$ cat src/rtl/i2cms_pkg.sv
// ----------------------------------------------------------------------------
// i2cms_pkg
// Shared types and constants of the I2C master status sequencer.
// ----------------------------------------------------------------------------
package i2cms_pkg;

  // default width of the transfer byte counters
  localparam int unsigned LENGTH_BITS_DEF = 16;

  // field widths
  localparam int unsigned ADDR_W   = 7;
  localparam int unsigned LEN_W    = 16;
  localparam int unsigned BYTE_W   = 8;
  localparam int unsigned STATUS_W = 4;
  localparam int unsigned ERR_W    = 2;
  localparam int unsigned CFG_IDX_W = 2;
  localparam int unsigned CFG_DATA_W = LEN_W;

  // stream widths
  localparam int unsigned IN_TDATA_W  = 2 * BYTE_W;
  localparam int unsigned IN_TUSER_W  = 1 + STATUS_W;
  localparam int unsigned OUT_TDATA_W = 32;

  // configuration register index
  typedef enum logic [CFG_IDX_W-1:0] {
    REG_SLAVE_ADDR = 2'd0,
    REG_TX_LENGTH  = 2'd1,
    REG_RX_LENGTH  = 2'd2
  } cfg_reg_t;

  // request kind
  typedef enum logic {
    OP_START  = 1'b0,
    OP_STATUS = 1'b1
  } op_t;

  // controller status codes
  typedef enum logic [STATUS_W-1:0] {
    ST_START     = 4'd0,
    ST_SLAW_ACK  = 4'd1,
    ST_SLAW_NACK = 4'd2,
    ST_TDAT_ACK  = 4'd3,
    ST_TDAT_NACK = 4'd4,
    ST_SLAR_ACK  = 4'd5,
    ST_SLAR_NACK = 4'd6,
    ST_RDAT_ACK  = 4'd7,
    ST_RDAT_NACK = 4'd8,
    ST_ARB_LOST  = 4'd9,
    ST_BUS_ERROR = 4'd10,
    ST_OTHER     = 4'd11
  } status_t;

  // error kinds
  typedef enum logic [ERR_W-1:0] {
    ERR_NONE = 2'd0,
    ERR_ARB  = 2'd1,
    ERR_BUS  = 2'd2,
    ERR_ACK  = 2'd3
  } err_t;

  // configuration register set
  typedef struct packed {
    logic [ADDR_W-1:0] slave_address;
    logic [LEN_W-1:0]  tx_length;
    logic [LEN_W-1:0]  rx_length;
  } cfg_t;

  // one input request
  typedef struct packed {
    op_t               operation;
    status_t           status_code;
    logic [BYTE_W-1:0] rx_data;
    logic [BYTE_W-1:0] tx_data;
  } req_t;

  // one result, last field in the lowest bits
  typedef struct packed {
    err_t              error_kind;
    logic              finished;
    logic              rx_valid;
    logic [BYTE_W-1:0] rx_byte;
    logic              clear_event;
    logic              clear_ack;
    logic              set_ack;
    logic              set_stop;
    logic              set_start;
    logic              write_byte;
    logic [BYTE_W-1:0] bus_byte;
  } res_t;

  localparam int unsigned RES_W = $bits(res_t);

endpackage

$ cat src/rtl/i2cms_cfg_regs.sv
// ----------------------------------------------------------------------------
// i2cms_cfg_regs
// Configuration registers: slave address and transfer lengths.
// ----------------------------------------------------------------------------
module i2cms_cfg_regs
  import i2cms_pkg::*;
(
  input  logic                  clk,
  input  logic                  rst_n,
  input  logic                  cfg_we,
  input  logic [CFG_IDX_W-1:0]  cfg_addr,
  input  logic [CFG_DATA_W-1:0] cfg_wdata,
  output cfg_t                  cfg
);

  cfg_t cfg_r;
  cfg_t cfg_nxt;

  // register write decode
  always_comb begin
    cfg_nxt = cfg_r;
    if (cfg_we) begin
      case (cfg_reg_t'(cfg_addr))
        REG_SLAVE_ADDR: cfg_nxt.slave_address = cfg_wdata[ADDR_W-1:0];
        REG_TX_LENGTH:  cfg_nxt.tx_length     = cfg_wdata[LEN_W-1:0];
        REG_RX_LENGTH:  cfg_nxt.rx_length     = cfg_wdata[LEN_W-1:0];
        default:        cfg_nxt = cfg_r;
      endcase
    end
  end

  always_ff @(posedge clk) begin
    if (!rst_n) begin
      cfg_r <= '0;
    end else begin
      cfg_r <= cfg_nxt;
    end
  end

  assign cfg = cfg_r;

endmodule

$ cat src/rtl/i2cms_step.sv
// ----------------------------------------------------------------------------
// i2cms_step
// Per-request decode: bus actions and next transmit and receive counts.
// ----------------------------------------------------------------------------
module i2cms_step
  import i2cms_pkg::*;
#(
  parameter int unsigned LENGTH_BITS = LENGTH_BITS_DEF
)(
  input  req_t                   req,
  input  cfg_t                   cfg,
  input  logic [LENGTH_BITS-1:0] tx_rem,
  input  logic [LENGTH_BITS-1:0] rx_rem,
  output res_t                   res,
  output logic [LENGTH_BITS-1:0] tx_rem_nxt,
  output logic [LENGTH_BITS-1:0] rx_rem_nxt
);

  localparam logic [LENGTH_BITS-1:0] CNT_ONE = LENGTH_BITS'(1);

  logic                   tx_nz;
  logic                   rx_nz;
  logic [LENGTH_BITS-1:0] rx_dec;
  logic [31:0]            tx_len_ext;
  logic [31:0]            rx_len_ext;

  assign tx_nz      = |tx_rem;
  assign rx_nz      = |rx_rem;
  // receive count saturates at zero
  assign rx_dec     = rx_nz ? rx_rem - CNT_ONE : rx_rem;
  assign tx_len_ext = {16'b0, cfg.tx_length};
  assign rx_len_ext = {16'b0, cfg.rx_length};

  // decode one request
  always_comb begin
    res        = '0;
    res.error_kind = ERR_NONE;
    tx_rem_nxt = tx_rem;
    rx_rem_nxt = rx_rem;
    if (req.operation == OP_START) begin
      tx_rem_nxt    = tx_len_ext[LENGTH_BITS-1:0];
      rx_rem_nxt    = rx_len_ext[LENGTH_BITS-1:0];
      res.set_start = 1'b1;
    end else begin
      case (req.status_code)
        ST_START: begin
          // address byte, read bit once nothing is left to send
          res.bus_byte    = {cfg.slave_address, ~tx_nz};
          res.write_byte  = 1'b1;
          res.clear_event = 1'b1;
        end
        ST_SLAW_NACK, ST_TDAT_NACK, ST_SLAR_NACK: begin
          res.set_stop    = 1'b1;
          res.clear_event = 1'b1;
          res.finished    = 1'b1;
          res.error_kind  = ERR_ACK;
        end
        ST_SLAW_ACK, ST_TDAT_ACK: begin
          res.clear_event = 1'b1;
          if (tx_nz) begin
            res.bus_byte   = req.tx_data;
            res.write_byte = 1'b1;
            tx_rem_nxt     = tx_rem - CNT_ONE;
          end else if (rx_nz) begin
            // repeated start for the read phase
            res.set_stop  = 1'b1;
            res.set_start = 1'b1;
          end else begin
            res.set_stop = 1'b1;
            res.finished = 1'b1;
          end
        end
        ST_SLAR_ACK: begin
          res.clear_event = 1'b1;
          res.clear_ack   = (rx_rem == CNT_ONE);
          res.set_ack     = (rx_rem != CNT_ONE);
        end
        ST_RDAT_ACK: begin
          res.rx_byte     = req.rx_data;
          res.rx_valid    = 1'b1;
          rx_rem_nxt      = rx_dec;
          res.clear_event = 1'b1;
          res.clear_ack   = (rx_dec == CNT_ONE);
          res.set_ack     = (rx_dec != CNT_ONE);
        end
        ST_RDAT_NACK: begin
          res.rx_byte     = req.rx_data;
          res.rx_valid    = 1'b1;
          rx_rem_nxt      = rx_dec;
          res.set_stop    = 1'b1;
          res.clear_event = 1'b1;
          res.finished    = 1'b1;
        end
        ST_ARB_LOST: begin
          res.clear_event = 1'b1;
          res.finished    = 1'b1;
          res.error_kind  = ERR_ARB;
        end
        ST_BUS_ERROR: begin
          res.clear_event = 1'b1;
          res.finished    = 1'b1;
          res.error_kind  = ERR_BUS;
        end
        default: begin
          res = '0;
        end
      endcase
    end
  end

endmodule

$ cat src/rtl/i2c_master_status_sequencer_core.sv
// ----------------------------------------------------------------------------
// i2c_master_status_sequencer_core
// Sequences an I2C master transfer one controller status event at a time.
// ----------------------------------------------------------------------------
// A start request loads the transmit and receive byte counts from the length
// registers and asks for START; each status event request then returns the
// controller actions (address or data byte, START, STOP, ACK control, event
// clear), any received byte and the end-of-transfer flag with its error kind.
// Every request gives exactly one result. A request is latched in an input
// register, decoded combinationally against the live byte counters and the
// result is held in an output register, so one request is taken per clock
// while the input side is not stalled; the input side only stalls while the
// output register holds a result not yet taken.
// Write the configuration registers only while no request is in flight.
module i2c_master_status_sequencer_core
  import i2cms_pkg::*;
#(
  parameter int unsigned LENGTH_BITS = LENGTH_BITS_DEF
)(
  input  logic                   clk,
  input  logic                   rst_n,
  // configuration write port
  input  logic                   cfg_we,
  input  logic [CFG_IDX_W-1:0]   cfg_addr,
  input  logic [CFG_DATA_W-1:0]  cfg_wdata,
  // request stream
  input  logic                   in_tvalid,
  output logic                   in_tready,
  input  logic [IN_TDATA_W-1:0]  in_tdata,  // rx_data[7:0], tx_data[15:8]
  input  logic [IN_TUSER_W-1:0]  in_tuser,  // operation[0], status_code[4:1]
  // result stream
  output logic                   out_tvalid,
  input  logic                   out_tready,
  // bus_byte[7:0], write_byte[8], set_start[9], set_stop[10], set_ack[11],
  // clear_ack[12], clear_event[13], rx_byte[21:14], rx_valid[22],
  // finished[23], error_kind[25:24], zero fill[31:26]
  output logic [OUT_TDATA_W-1:0] out_tdata
);

  cfg_t                   cfg;
  req_t                   req_r;
  logic                   req_v_r;
  logic                   req_v_nxt;
  res_t                   res;
  res_t                   res_r;
  logic                   res_v_r;
  logic                   res_v_nxt;
  logic                   advance;
  logic                   fire;
  logic [LENGTH_BITS-1:0] tx_rem_r;
  logic [LENGTH_BITS-1:0] rx_rem_r;
  logic [LENGTH_BITS-1:0] tx_rem_nxt;
  logic [LENGTH_BITS-1:0] rx_rem_nxt;

  i2cms_cfg_regs u_cfg (
    .clk       (clk),
    .rst_n     (rst_n),
    .cfg_we    (cfg_we),
    .cfg_addr  (cfg_addr),
    .cfg_wdata (cfg_wdata),
    .cfg       (cfg)
  );

  i2cms_step #(
    .LENGTH_BITS (LENGTH_BITS)
  ) u_step (
    .req        (req_r),
    .cfg        (cfg),
    .tx_rem     (tx_rem_r),
    .rx_rem     (rx_rem_r),
    .res        (res),
    .tx_rem_nxt (tx_rem_nxt),
    .rx_rem_nxt (rx_rem_nxt)
  );

  // pipeline flow control
  assign advance   = !res_v_r || out_tready;
  assign fire      = req_v_r && advance;
  assign in_tready = !req_v_r || advance;
  assign req_v_nxt = in_tready ? in_tvalid : req_v_r;
  assign res_v_nxt = advance ? req_v_r : res_v_r;

  // control registers and byte counters
  always_ff @(posedge clk) begin
    if (!rst_n) begin
      req_v_r  <= 1'b0;
      res_v_r  <= 1'b0;
      tx_rem_r <= '0;
      rx_rem_r <= '0;
    end else begin
      req_v_r <= req_v_nxt;
      res_v_r <= res_v_nxt;
      if (fire) begin
        tx_rem_r <= tx_rem_nxt;
        rx_rem_r <= rx_rem_nxt;
      end
    end
  end

  // request and result payload
  always_ff @(posedge clk) begin
    if (in_tready) begin
      req_r <= {op_t'(in_tuser[0]), status_t'(in_tuser[IN_TUSER_W-1:1]),
                in_tdata[BYTE_W-1:0], in_tdata[IN_TDATA_W-1:BYTE_W]};
    end
    if (fire) begin
      res_r <= res;
    end
  end

  assign out_tvalid = res_v_r;
  assign out_tdata  = {{(OUT_TDATA_W - RES_W){1'b0}}, res_r};

endmodule

$ cat config.mk
export PLATFORM = sky130hd
export DESIGN_NAME = i2c_master_status_sequencer_core
export DESIGN_NICKNAME = d
export VERILOG_FILES = /design/src/rtl/i2cms_pkg.sv /design/src/rtl/i2cms_cfg_regs.sv /design/src/rtl/i2cms_step.sv /design/src/rtl/i2c_master_status_sequencer_core.sv
export SDC_FILE = /design/constraint.sdc
export NUM_CORES = 1
export LEC_CHECK = 0
export BUFFER_PORTS_ARGS = -buffer_cell sky130_fd_sc_hd__buf_2
export CAP_MARGIN = 20
export CORE_ASPECT_RATIO = 1.4
export CORE_UTILIZATION = 60
export DETAILED_ROUTE_END_ITERATION = 6
export PLACE_DENSITY = 0.88
export SYNTH_ARGS = -nofsm -noshare
export SYNTH_HDL_FRONTEND = slang
export SYNTH_SLANG_ARGS = --single-unit
$ cat constraint.sdc
create_clock -name clk -period 4.8 [get_ports clk]
set_clock_uncertainty 0.15 [all_clocks]
set_input_delay 0.72 -clock clk [delete_from_list [all_inputs] [get_ports clk]]
set_output_delay 0.72 -clock clk [all_outputs]
set_load 0.005 [all_outputs]
==> results.sh, run 1 <==
export IMPL_antenna_found_initial=0
export IMPL_place_gp_congestion=0.884
export IMPL_hpwl_microns=9070
export IMPL_synth_async_reset_ratio=0
export IMPL_crit_required_ns=4.98
export IMPL_drt_iter0_drc=551
export IMPL_grt_max_degree=60
export IMPL_ctsHoldBuffers=0
export IMPL_finalSetupViolations=0
export IMPL_clock_sinks=120
export IMPL_rrSetupSlack_ns=1.58
export IMPL_cts_tree="yes"
export IMPL_synth_seq_cells=120
export IMPL_synthFlopType="dfxtp_1"
export IMPL_dp_cells=757
export IMPL_fin_cells=790
export IMPL_clk_pin_slew_ns=0.06
export IMPL_status="finished, final reports clean"
export IMPL_holdPathEnd="u_cfg.cfg[10]$_SDFFE_PN0P_"
export IMPL_synth_edf_count=47
export IMPL_fmax_mhz=311
export IMPL_synth_cell_types=63
export IMPL_rr_startpoint="tx_rem_r[0]$_SDFFE_PN0P_"
export IMPL_root_buffer="clkbuf_16"
export IMPL_finalCritPeriodShare=0.670
export IMPL_routed_wl_microns=14000
export IMPL_arrival_ns=3.40
export IMPL_relSlewSlack=0.243
export IMPL_synth_seq_area_share=0.521
export IMPL_finalSetupTns_ns=0
export IMPL_overflow=0
export IMPL_holdPathStages=2
export IMPL_cp_end_kind="register"
export IMPL_worstHoldStart="u_cfg.cfg[10]$_SDFFE_PN0P_"
export IMPL_drv_slew=0
export IMPL_ant_nets=0
export IMPL_detail_route_vias_per_cell=6.26
export IMPL_netlist_instances=616
export IMPL_dr_pass1_iters=7
export IMPL_tightestPinTransition_ns=1.14
export IMPL_cap_viol_max_count=0
export IMPL_peakVddDrop_mv=0.377
export IMPL_syn_avg_cell_area_sq_um=8.94
export IMPL_cp_max_fo=14
export IMPL_grt_pass1_wl_microns=22400
export IMPL_wl_met1_microns=5370
export IMPL_grt_pass1_vias=4670
export IMPL_r2r_end="tx_rem_r[7]$_SDFFE_PN0P_"
export IMPL_final_nets=717
export IMPL_ioPinCount=78
export IMPL_cts_htree_levels=4
export IMPL_track_usage=0.300
export IMPL_min_period_ns=3.22
export IMPL_worstRegToRegCells=9
export IMPL_post_cts_buffers=0
export IMPL_drc=0
export IMPL_startpoint_type="register"
export IMPL_syn_area_sq_mm=0.00551
export IMPL_dr_wl_met2_microns=7150
export IMPL_core_rowCount=41
export IMPL_core_sq_mm=0.00898
export IMPL_yosys_warnings=0
export IMPL_finalHoldViolCount=0
export IMPL_cts_made_buffers=17
export IMPL_p_leak_nw=2.47
export IMPL_cts_buffer_depth=2
export IMPL_post_cts_resize_count=0
export IMPL_die_w_microns=83.0
export IMPL_layout_drive_gt1_share=0.173
export IMPL_highest_signal_layer="met4"
export IMPL_min_path_type="register to register"
export IMPL_final_cell_mix="nand2_1 (110), a21oi_1 (79), dfxtp_1 (73)"
export IMPL_mostFrequentLayoutCell="nand2_1"
export IMPL_wl_met3_microns=1080
export IMPL_path_class="register to register"
export IMPL_diodes=0
export IMPL_wl_per_cell_microns=17.7
export IMPL_rsz0062_at_grt="false"
export IMPL_powerDensity_mw_per_mm2=437
export IMPL_syn2layout_area_growth_pct=17.7
export IMPL_start_util=0.614
export IMPL_insertion_delay_ns=0.42
export IMPL_die_h_microns=115
export IMPL_via_count=4946
export IMPL_port_buffers=71
export IMPL_dieArea_sq_mm=0.00957
metrics by stage:
| step | hold slack [ns] | cell area, sq um | utilization | worst slack [ns] | total power [mW] |
|---|---|---|---|---|---|
| 2_1_floorplan | 0.283 | 5530 | - | 1.99 | 1.40 |
| 3_3_place_gp | 0.298 | 5850 | 0.651 | 1.78 | 1.47 |
| 3_5_place_dp | 0.301 | 5850 | 0.651 | 1.61 | 1.49 |
| 4_1_cts | 0.310 | 6470 | 0.721 | 1.53 | 2.82 |
| 5_1_grt | 0.305 | 6480 | 0.722 | 1.46 | 2.91 |
| 6_report | 0.309 | 6480 | 0.722 | 1.58 | 2.83 |
layer usage:
layer,vias up,global-route usage
li1,2302,-
met1,2310,0.350
met2,290,0.521
met3,44,0.0804
met4,0,0.129
met5,-,0
how the worst max path moves through the flow:
stage | endpoint | cells past startpoint | slack [ns] | from
3_3_place_gp | out_tdata[11]$_SDFFCE_PN0P_ | 8 | 1.78 | rx_rem_r[0]$_SDFFE_PN0P_
2_1_floorplan | rx_rem_r[14]$_SDFFE_PN0P_ | 8 | 1.99 | out_tready
4_1_cts | tx_rem_r[7]$_SDFFE_PN0P_ | 8 | 1.53 | tx_rem_r[0]$_SDFFE_PN0P_
3_5_place_dp | tx_rem_r[7]$_SDFFE_PN0P_ | 8 | 1.61 | tx_rem_r[0]$_SDFFE_PN0P_
5_1_grt | tx_rem_r[7]$_SDFFE_PN0P_ | 9 | 1.46 | tx_rem_r[0]$_SDFFE_PN0P_
6_report | tx_rem_r[7]$_SDFFE_PN0P_ | 9 | 1.58 | tx_rem_r[0]$_SDFFE_PN0P_
cell families (layout without fill, tap and decap cells):
group                    after synthesis  in the layout  synth area share
AND/OR/NAND/NOR                      255            255             0.218
AO/OA/AOI/OAI                        161            161             0.180
flip-flops                           120            120             0.521
buffers and inverters                 61            123            0.0475
multiplexers                           9              9            0.0164
XOR/XNOR                               5              5           0.00795
adder cells (fa/ha/maj)                4              4           0.00863
other                                  1              6          0.000681
critical path, cell delays in order (launching register included):
cell and delay [ns]:
dfxtp_1 0.33, inv_1 0.11, ha_1 0.18, or3b_2 0.50, and4b_1 0.38, a21oi_1 0.11
buf_4 0.20, o21ai_1 0.79, o21ai_0 0.21, a21oi_1 0.17
synthesized netlist by cell type (9+ instances only):
| library cell | instances | area (sq um) |
|---|---|---|
| edfxtp_1 | 47 | 1410 |
| a22oi_1 | 11 | 82.6 |
| clkbuf_1 | 34 | 128 |
| and2_1 | 14 | 87.6 |
| nor2_1 | 58 | 218 |
| nand2_1 | 110 | 413 |
| o32ai_1 | 9 | 78.8 |
| a21oi_1 | 79 | 395 |
| dfxtp_1 | 73 | 1460 |
| inv_1 | 13 | 48.8 |
| o21ai_0 | 16 | 80.1 |
| nor3_1 | 15 | 75.1 |
| mux2i_1 | 9 | 90.1 |
final cells by class:
| type | count | area, sq um |
|---|---|---|
| clock buffers | 18 | 429 |
| clock inverters | 14 | 200 |
| fillers | 626 | 2490 |
| inverters | 14 | 52.6 |
| multi-input cells | 440 | 2390 |
| flip-flops and latches | 120 | 2870 |
| well taps | 107 | 134 |
| repair buffers | 77 | 400 |
flip-flops by register name, summed over array words and instances (netlist names):
signal and cells:
out_tdata 26, out_tvalid 1, req_r 21, req_v_r 1
rx_rem_r 16, tx_rem_r 16, u_cfg.cfg 39
report_power, final:
| group | switching [mW] | leakage, nW | internal (mW) |
|---|---|---|---|
| clock network | 0.476 | 0.302 | 0.873 |
| logic | 0.219 | 1.11 | 0.126 |
| registers | 0.0350 | 1.06 | 1.10 |
| total | 0.730 | 2.47 | 2.10 |
Power figures use the tool's default switching activity.
==> run 2, diff against run 1 <==
Settings changed: CORE_UTILIZATION 60 to 52, PLACE_DENSITY 0.88 to 0.81.
Clock period 4.8 ns to 2.64 ns, I/O delays scaled along.
==> results.sh, run 2 (synthesis results as in run 1) <==
export IMPL_crit_slowest_cell="or4_4"
export IMPL_clock_sinks=120
export IMPL_rr_startpoint="rx_rem_r[0]$_SDFFE_PN0P_"
export IMPL_cp_max_fo=5
export IMPL_finalSetupTns_ns=0
export IMPL_drc=0
export IMPL_dpl_cell_area_sq_mm=0.00625
export IMPL_routed_wl_microns=14600
export IMPL_worstRegToRegCells=8
export IMPL_rrSetupSlack_ns=0.03
export IMPL_startpoint_type="register"
export IMPL_cpPeakStageDelay_ns=0.53
export IMPL_grt_pass1_wl_microns=22600
export IMPL_drt_iter0_drc=420
export IMPL_diodes=0
export IMPL_die_h_microns=124
export IMPL_layout_setup_ws_ns=0.0270
export IMPL_rsz0062_at_grt="true"
export IMPL_dr_pass1_iters=6
export IMPL_drv_slew=0
export IMPL_holdPathStages=1
export IMPL_track_usage=0.275
export IMPL_cts_tree="yes"
export IMPL_wl_per_cell_microns=16.6
export IMPL_core_sq_mm=0.0103
export IMPL_worstHoldStart="in_tdata[0]"
export IMPL_largest_reg_flops=39
export IMPL_finalCritPeriodShare=0.990
export IMPL_path_class="register to register"
export IMPL_syn2layout_area_growth_pct=28.3
export IMPL_fmax_mhz=383
export IMPL_min_path_type="input port to register"
export IMPL_final_nets=779
export IMPL_final_cell_mix="nand2_1 (110), a21oi_1 (78), dfxtp_1 (72)"
export IMPL_antenna_found_initial=0
export IMPL_hpwl_microns=9740
export IMPL_via_count=5077
export IMPL_ant_nets=0
export IMPL_core_rowCount=44
export IMPL_min_period_ns=2.61
export IMPL_finalSetupViolations=0
export IMPL_overflow=0
export IMPL_cts_buffer_depth=2
export IMPL_peakVddDrop_mv=0.548
export IMPL_grt_max_degree=60
export IMPL_mostFrequentLayoutCell="nand2_1"
export IMPL_cts_htree_levels=4
export IMPL_clk_pin_slew_ns=0.06
export IMPL_die_w_microns=89.0
export IMPL_cp_cell_sequence="inv_2 -> ha_4 -> or3b_4 -> or4_4 -> a21oi_4 -> nand4_1 -> o41a_1 -> nor2b_4"
export IMPL_insertion_delay_ns=0.41
export IMPL_r2r_end="out_tdata[11]$_SDFFCE_PN0P_"
export IMPL_holdPathEnd="req_r[8]$_DFFE_PP_"
export IMPL_crit_required_ns=2.65
export IMPL_pre_cts_slack_ns=0.00401
export IMPL_grt_pass1_vias=4767
export IMPL_final_cell_area_sq_mm=0.00707
export IMPL_start_util=0.532
export IMPL_dieArea_sq_mm=0.0110
export IMPL_detail_route_vias_per_cell=5.75
export IMPL_total_power_mw=5.21
export IMPL_p_leak_nw=2.75
export IMPL_tightestPinTransition_ns=1.08
export IMPL_finalHoldViolCount=0
export IMPL_place_gp_congestion=0.873
export IMPL_layout_drive_gt1_share=0.236
export IMPL_status="finished, final reports clean"
export IMPL_cp_end_kind="register"
export IMPL_cts_made_buffers=17
export IMPL_root_buffer="clkbuf_16"
export IMPL_cap_viol_max_count=0
export IMPL_relSlewSlack=0.282
export IMPL_port_buffers=71
export IMPL_powerDensity_mw_per_mm2=737
export IMPL_holdWs_ns=0.0186
export IMPL_ioPinCount=78
export IMPL_arrival_ns=2.63
## run 2: power breakdown
part	switching (mW)	internal (mW)	total (mW)
clock	0.890	1.41	2.30
combinational	0.466	0.384	0.850
sequential	0.0479	2.00	2.05
total	1.40	3.80	5.21
## run 2: cell type report
class	count	area [sq um]
clock buffers	18	429
repair buffers	139	906
multi-input cells	440	2470
inverters	14	52.6
well taps	138	173
fillers	827	3280
flip-flops and latches	120	2870
clock inverters	14	164
## run 2: per-stage QoR
stage / util / std cells
2_1_floorplan: - / 621
3_3_place_gp: 0.604 / 834
3_5_place_dp: 0.604 / 834
4_1_cts: 0.668 / 873
5_1_grt: 0.683 / 883
6_report: 0.683 / 883
## run 2: routing by layer
layer | GRT usage | vias to the layer above | part of all wire
li1 | - | 2423 | -
met1 | 0.311 | 2385 | 0.39
met2 | 0.472 | 227 | 0.52
met3 | 0.0729 | 42 | 0.062
met4 | 0.141 | 0 | 0.034
met5 | 0 | - | 0
## run 2: worst max path at each step
stage	from	slack [ns]	endpoint
final	rx_rem_r[0]$_SDFFE_PN0P_	0.03	out_tdata[11]$_SDFFCE_PN0P_
after global routing	rx_rem_r[7]$_SDFFE_PN0P_	-0.05	out_tdata[11]$_SDFFCE_PN0P_
after CTS	tx_rem_r[0]$_SDFFE_PN0P_	0.001	out_tdata[10]$_SDFFCE_PN0P_
after detailed placement	rx_rem_r[7]$_SDFFE_PN0P_	0.004	out_tdata[11]$_SDFFCE_PN0P_
after global placement	tx_rem_r[0]$_SDFFE_PN0P_	0.03	out_tdata[10]$_SDFFCE_PN0P_
after floorplan	rx_rem_r[1]$_SDFFE_PN0P_	0.03	out_tdata[11]$_SDFFCE_PN0P_
## run 2: critical path: cells and delay by family (launching register included)
| kind | cells | cell delay, ns |
|---|---|---|
| compound gates | 2 | 0.50 |
| fa+ha+maj | 1 | 0.13 |
| buf+inv | 1 | 0.08 |
| flops | 1 | 0.32 |
| simple gates | 4 | 1.19 |
## run 2: repair_timing
item / CTS / global route
hold buffers: 7 / 9
pin swaps: 0 / 2
resized for setup: 1 / 13
setup endpoints to repair: 1 / 8
hold endpoints to repair: 7 / 9
setup buffers: 0 / 1
